==> config.mk <==
export PLATFORM = sky130hd
export DESIGN_NAME = kts_divider
export DESIGN_NICKNAME = d
export VERILOG_FILES = /design/src/rtl/kts_pkg.sv /design/src/rtl/kts_divider.sv
export SDC_FILE = /design/constraint.sdc
export NUM_CORES = 1
export LEC_CHECK = 0
export BUFFER_PORTS_ARGS = -buffer_cell sky130_fd_sc_hd__buf_2
export CORE_MARGIN = 2
export CORE_UTILIZATION = 58
export DETAILED_ROUTE_END_ITERATION = 10
export HOLD_SLACK_MARGIN = 0.03
export PLACE_DENSITY_LB_ADDON = 0.1
export SYNTH_ARGS = -nofsm -noshare
export SYNTH_HDL_FRONTEND = slang
export SYNTH_SLANG_ARGS = --single-unit
==> constraint.sdc <==
create_clock -name clk_i -period 3.63 [get_ports clk_i]
set_clock_uncertainty 0.05 [all_clocks]
set_input_delay 0.726 -clock clk_i [delete_from_list [all_inputs] [get_ports clk_i]]
set_output_delay 0.726 -clock clk_i [all_outputs]
set_load 0.01 [all_outputs]
==> src/rtl/kts_pkg.sv <==
// Package for the keyframe track sampler: payload structs, codes, states.
// Used by kts_divider and keyframe_track_sampler in rtl/, and by the bench.
`timescale 1ns / 1ps
package kts_pkg;

  localparam int unsigned MaxKeys  = 256;
  localparam int unsigned FracBits = 16;
  localparam int unsigned AddrW    = $clog2(MaxKeys);
  localparam int unsigned CountW   = AddrW + 1;

  typedef enum logic [1:0] {
    RS_INTERIOR = 2'd0,
    RS_BEFORE   = 2'd1,
    RS_AFTER    = 2'd2,
    RS_EMPTY    = 2'd3
  } range_status_e;

  typedef enum logic {
    FUNC_LOAD   = 1'b0,
    FUNC_SAMPLE = 1'b1
  } func_e;

  typedef enum logic {
    CFG_KEY_COUNT = 1'b0,
    CFG_STEP_MODE = 1'b1
  } cfg_idx_e;

  typedef enum logic [3:0] {
    ST_IDLE,
    ST_RD_FIRST,
    ST_CHK_FIRST,
    ST_CHK_LAST,
    ST_SEARCH_RD,
    ST_SEARCH_CMP,
    ST_RD_LEFT,
    ST_RD_RIGHT,
    ST_DIVIDE,
    ST_MUL_X,
    ST_MUL_Y,
    ST_MUL_Z,
    ST_DONE,
    ST_OUT
  } state_e;

  typedef struct packed {
    logic        func;
    logic [7:0]  key_slot;
    logic [31:0] key_time;
    logic signed [31:0] key_x;
    logic signed [31:0] key_y;
    logic signed [31:0] key_z;
    logic [31:0] query_time;
  } in_item_t;

  typedef struct packed {
    logic signed [31:0] out_x;
    logic signed [31:0] out_y;
    logic signed [31:0] out_z;
    logic [7:0]  left_key;
    logic [1:0]  range_status;
  } out_item_t;

  // Handshake between sequencer and divider
  typedef struct packed {
    logic start;
    logic busy;
    logic done;
  } div_ctl_t;

endpackage

==> src/rtl/kts_divider.sv <==
// Restoring divider for the interpolation factor: one quotient bit a cycle.
// Depends on kts_pkg.
`timescale 1ns / 1ps
module kts_divider import kts_pkg::*; (
  input  logic        clk_i,
  input  logic        rst_ni,
  input  logic        start_i,
  input  logic [31:0] num_i,
  input  logic [31:0] den_i,
  output div_ctl_t    ctl_o,
  output logic [FracBits:0] alpha_o
);
  localparam int unsigned QW = FracBits + 1;
  localparam int unsigned CntW = $clog2(QW + 1);

  logic [32:0]     rem_q, rem_d;
  logic [31:0]     den_q, den_d;
  logic [QW-1:0]   quo_q, quo_d;
  logic [CntW-1:0] cnt_q, cnt_d;
  logic            busy_q, busy_d, done_q, done_d;
  logic [33:0]     trial;

  // Num < den in use, so FracBits steps give (num << FracBits) / den; clamp to 1.0
  always_comb begin
    rem_d = rem_q; den_d = den_q; quo_d = quo_q; cnt_d = cnt_q;
    busy_d = busy_q; done_d = 1'b0;
    trial = '0;
    if (start_i) begin
      rem_d = {1'b0, num_i}; den_d = den_i; quo_d = '0;
      cnt_d = CntW'(FracBits); busy_d = 1'b1;
    end else if (busy_q) begin
      // shift in a zero, trial subtract
      trial = {rem_q, 1'b0} - {2'b00, den_q};
      if (!trial[33]) begin
        rem_d = trial[32:0]; quo_d = {quo_q[QW-2:0], 1'b1};
      end else begin
        rem_d = {rem_q[31:0], 1'b0}; quo_d = {quo_q[QW-2:0], 1'b0};
      end
      cnt_d = cnt_q - 1'b1;
      if (cnt_q == CntW'(1)) begin
        busy_d = 1'b0; done_d = 1'b1;
      end
    end
  end

  always_ff @(posedge clk_i or negedge rst_ni) begin
    if (!rst_ni) begin
      busy_q <= 1'b0; done_q <= 1'b0; cnt_q <= '0;
    end else begin
      busy_q <= busy_d; done_q <= done_d; cnt_q <= cnt_d;
    end
  end

  always_ff @(posedge clk_i) begin
    rem_q <= rem_d; den_q <= den_d; quo_q <= quo_d;
  end

  assign ctl_o.start = start_i;
  assign ctl_o.busy  = busy_q;
  assign ctl_o.done  = done_q;
  assign alpha_o = (quo_q > QW'(1 << FracBits)) ? QW'(1 << FracBits) : quo_q;
endmodule

* After elaboration in Yosys (flattened, before gate mapping) *
Index checks and enable logic that the tools add are counted.

word-level totals
  word-level logic and storage cells = 25
  latch bits = 0
  input bits = 67
  bits in writable memories = 0
  flip-flop bits (word level) = 89
  memories kept = 0
  bits in read-only memories = 0

operators by class
  bitwise logic cells = 0
  muxes and demuxes = 13
  reduce and logical (&&, ||, !) cells = 1
  add/sub/neg operators = 2
  divide/modulo/power cells = 0
  eq/ne operators = 1
  magnitude comparators = 1
  shifts and indexed selects = 0
  $mul = 0

operator list
  operator                                                            count
  32-bit two-way mux                                                  2
  34-bit by 32-bit subtractor with 34-bit output                      1
  33-bit two-way mux                                                  1
  17-bit greater-than comparator, second input constant               1
  17-bit two-way mux                                                  1
  5-bit two-way mux                                                   2
  1-bit two-way mux                                                   7
  5-bit by 1-bit == test with 1-bit output, second input constant     1
  5-bit by 1-bit subtractor with 5-bit output, second input constant  1
  2-bit nonzero test                                                  1

* Longest topological paths before layout *
  word-level depth = 4
  mapped depth = 13
  depth with buffers taken out = 11

* Worst setup path before layout *
No wires, ideal clock.

  path kind = register to register
  start = reg rem_q[9]
  end = reg rem_q[19], data pin
  path slack = 515 ps
  data required time = 3310 ps
  stages on the path, launching flop included = 12
  path buffers = 1
  period minus slack after synthesis = 3115 ps
  arrival = 2794 ps
  cell sequence = edfxtp_1 > ha_1 > a211oi_2 > o211ai_1 > a41o_1 > a211oi_2 > nand4b_2 > a311oi_4 > xnor2_4 > buf_6 > mux2i_1 > a21oi_1

on the way
  word-level cells in the longest chain between the ends = 4

ends and longest elaborated chain
  item                                            RTL line           text
  start: declaration                              kts_divider.sv:16  logic [32:0] rem_q, rem_d;
  start signal: assignment                        kts_divider.sv:55  rem_q <= rem_d; den_q <= den_d; quo_q <= quo_d;
  34-bit by 32-bit subtractor with 34-bit output  kts_divider.sv:33  trial = {rem_q, 1'b0} - {2'b00, den_q};
  33-bit two-way mux                              kts_divider.sv:34  if (!trial[33]) begin
  32-bit two-way mux                              kts_divider.sv:31  end else if (busy_q) begin
  32-bit two-way mux                              kts_divider.sv:28  if (start_i) begin
  net rem_d[19]                                   kts_divider.sv:16

The timed path passes the listed nets, and every way through them passes these cells. The select of a mux whose other input is x is not followed.
A chain may end at the register's enable or synchronous reset.

* Worst setup path in the final report *
  start = reg rem_q[9]
  end = reg rem_q[24], data pin

Same word-level chain as after synthesis.

==> results.toml <==
[outcome]
outcome = "finished clean"

[place]
post-place-cells = 789
postPlaceCellArea_sq_um = 6240
place_congestion = 0.955
hpwlAfterDp_mm = 8.99
place_ws_ns = 0.228
io_buffers = 86

[timing]
hold_viol_final = 0
slew_headroom_pct = 42.3
rsz0062_at_grt = "false"
finalCritPeriodShare_pct = 93.4
period_minus_slack_ns = 3.39
setup_tns_ns = 0
finalMaxSlewViolations = 0
maxClockFrequency_ghz = 0.295
worstMarginPinSlew_ns = 0.866
finalSetupViolCount = 0
setup_ws_ns = 0.240

[power]
p_leak_nw = 3.02
ir_drop_v = 0.000523
powerDensity_nw_per_um2 = 839

[worst_setup_path]
arrival_ns = 3.45
reg2reg_from = "rem_q[9]"
crit_path_end_kind = "flip-flop"
critical_path_class = "flip-flop to flip-flop"
startpoint_type = "flip-flop"
crit_start = "rem_q[9]"
cp.required_ns = 3.69
critPathMaxFanout = 18

[final_layout]
diodes = 0
fin_util_pct = 66.2
fillerInstances = 809
regArea_sq_um = 2460
multiInputGateArea_sq_um = 2930
drive_gt1_share_pct = 18.2
finalNonFillerCells = 805
syn_to_final_growth_pct = 12.3
fin_nets = 768
stdcell_area_sq_um = 6410

[grt]
grt_max_degree = 62
grt_overflow_total = 0
grtUsageTotal_pct = 24.5
grt_pass1_wl_mm = 20.2
grt_pass1_vias = 4265
grt_antenna_before_repair = 0

[synthesis]
synthesis.nets = 688
ys_async_sr_fraction_pct = 7.87
synth-edff-count = 64
syn_area_sq_um = 5710
ys_types = 63
synth_area_per_cell_sq_um = 9.73
seq_area_frac_synth_pct = 43.0
yosys_warnings = 0
synthCells = 587
ys.flop_type = "edfxtp_1"
ys_seq_elements = 89

[routing]
wl_per_cell_um = 15.2
wl_mm = 12.3
vias = 4468
drt_iter0_markers = 125
via_per_inst = 5.55
drt_pass1_iterations = 5
drcViolationCount = 0
antenna_left = 0

[clock_network]
cts_resized = 0
clkSinkCount = 89
cts_setup_buffers = 0
clk_latency_ns = 0.38
cts_max_path_buffers = 2
h-tree-depth = 3
cts_tree = "yes"
clk_transition_reported_paths_ns = 0.09
numCtsBuffers = 9
cts-root-buf = "clkbuf_8"
ctsHoldBuffers = 0

[floorplanning]
fp.dieH_um = 103
ios = 87
die_w_um = 103
dieArea_sq_um = 10700
num_rows = 36
start_util_pct = 59.0
core_sq_um = 9680

[worst_hold_path]
hold_class = "primary input to asynchronous set/reset pin"

[flow_run]
maxCapViolations = 0
==> cell type report <==
type                    instances  share of cell area [%]
inverters                      45                    2.63
well taps                     133                    2.59
clock inverters                 5                   0.605
clock buffers                  11                    2.05
flip-flops and latches         89                    38.3
multi-input cells             427                    45.6
repair buffers                 95                    8.19
==> registers in the layout (all words and copies together), names as in the netlist <==
register	count
quo_q	17
rem_q	33
done_q	1
den_q	32
busy_q	1
cnt_q	5
==> cells in the mapped netlist, types with 8 or more instances <==
library cell   n  area (sq um)
xnor2_1       22           193
inv_1         44           165
nand2_1       65           244
mux2i_1       42           420
a21o_1        14           105
xor2_1         9          78.8
nor2_1        48           180
a21oi_1       32           160
dfxtp_1       18           360
nor3_1         8          40.0
ha_1          33           413
edfxtp_1      64          1920
nand3_1       14          70.1
o21ai_1       16          80.1
nor2b_1       24           150
o21ai_0       22           110
clkbuf_1      11          41.3
==> path summary, 6_finish.rpt <==
kind,slack (ns),depth (start not counted),to
worst min register to register,0.49,2,cnt_q[4]
worst min-delay path,0.11,1,cnt_q[4]
worst max-delay path,0.24,11,rem_q[24]
max in group asynchronous,3.27,1,cnt_q[3]
min in group clk_i,0.46,1,den_q[11]
worst max register to register,0.24,11,rem_q[24]
==> per-stage QoR <==
step,total power [W],hold slack (ns)
detailed placement,0.00474,0.456
CTS,0.00539,0.0842
global placement,0.00467,0.449
finish,0.00538,0.106
floorplan,0.00406,0.380
global route,0.00582,0.0873
==> where the power goes <==
part / internal, W / switching [W] / total [W]
logic: 0.00143 / 0.00173 / 0.00316
clock network: 0.000256 / 0.000376 / 0.000632
registers: 0.00142 / 0.000171 / 0.00159
total: 0.00310 / 0.00228 / 0.00538
==> cell usage in the layout (no fill, tap or decap), drive strengths merged, types with 4 or more instances in the layout <==
| cell | synthesis | final |
|---|---|---|
| a211oi | 6 | 6 |
| a21o | 14 | 14 |
| a21oi | 32 | 32 |
| a31oi | 5 | 5 |
| buf | 15 | 95 |
| clkbuf | 11 | 11 |
| dfrtp | 7 | 7 |
| dfxtp | 18 | 18 |
| edfxtp | 64 | 64 |
| ha | 33 | 33 |
| inv | 44 | 48 |
| mux2i | 42 | 42 |
| nand2 | 65 | 65 |
| nand3 | 14 | 14 |
| nor2 | 48 | 48 |
| nor2b | 24 | 24 |
| nor3 | 8 | 8 |
| nor4 | 4 | 4 |
| o211ai | 5 | 5 |
| o21a | 6 | 6 |
| o21ai | 38 | 38 |
| xnor2 | 23 | 23 |
| xor2 | 9 | 9 |
==> worst max-delay path, stage by stage (launching register included) <==
cell	delay, ns
edfxtp_1	0.42
ha_1	0.40
a211oi_2	0.24
o211ai_1	0.11
a41o_1	0.30
a211oi_2	0.26
nand4b_2	0.18
a311oi_4	0.37
xnor2_4	0.26
buf_12	0.23
mux2i_1	0.21
o21ai_1	0.08
==> cells by family after synthesis <==
group | count (synthesis) | synth area share (%)
muxes | 42 | 7.36
and+or+nand+nor | 185 | 15.3
buffers and inverters | 71 | 5.76
adders and majority gates | 34 | 7.58
xor gates and xnor gates | 32 | 5.23
AOI/OAI and AO/OA | 134 | 15.8
DFF | 89 | 43.0
==> layer usage <==
layer	track usage [%]	vias to the layer above	wire, um
li1	-	2254	-
met3	6.45	21	631
met4	8.00	0	255
met5	0	-	0
met2	39.0	122	5570
met1	32.9	2071	5800
No activity file was read; power rests on OpenSTA's default activity.
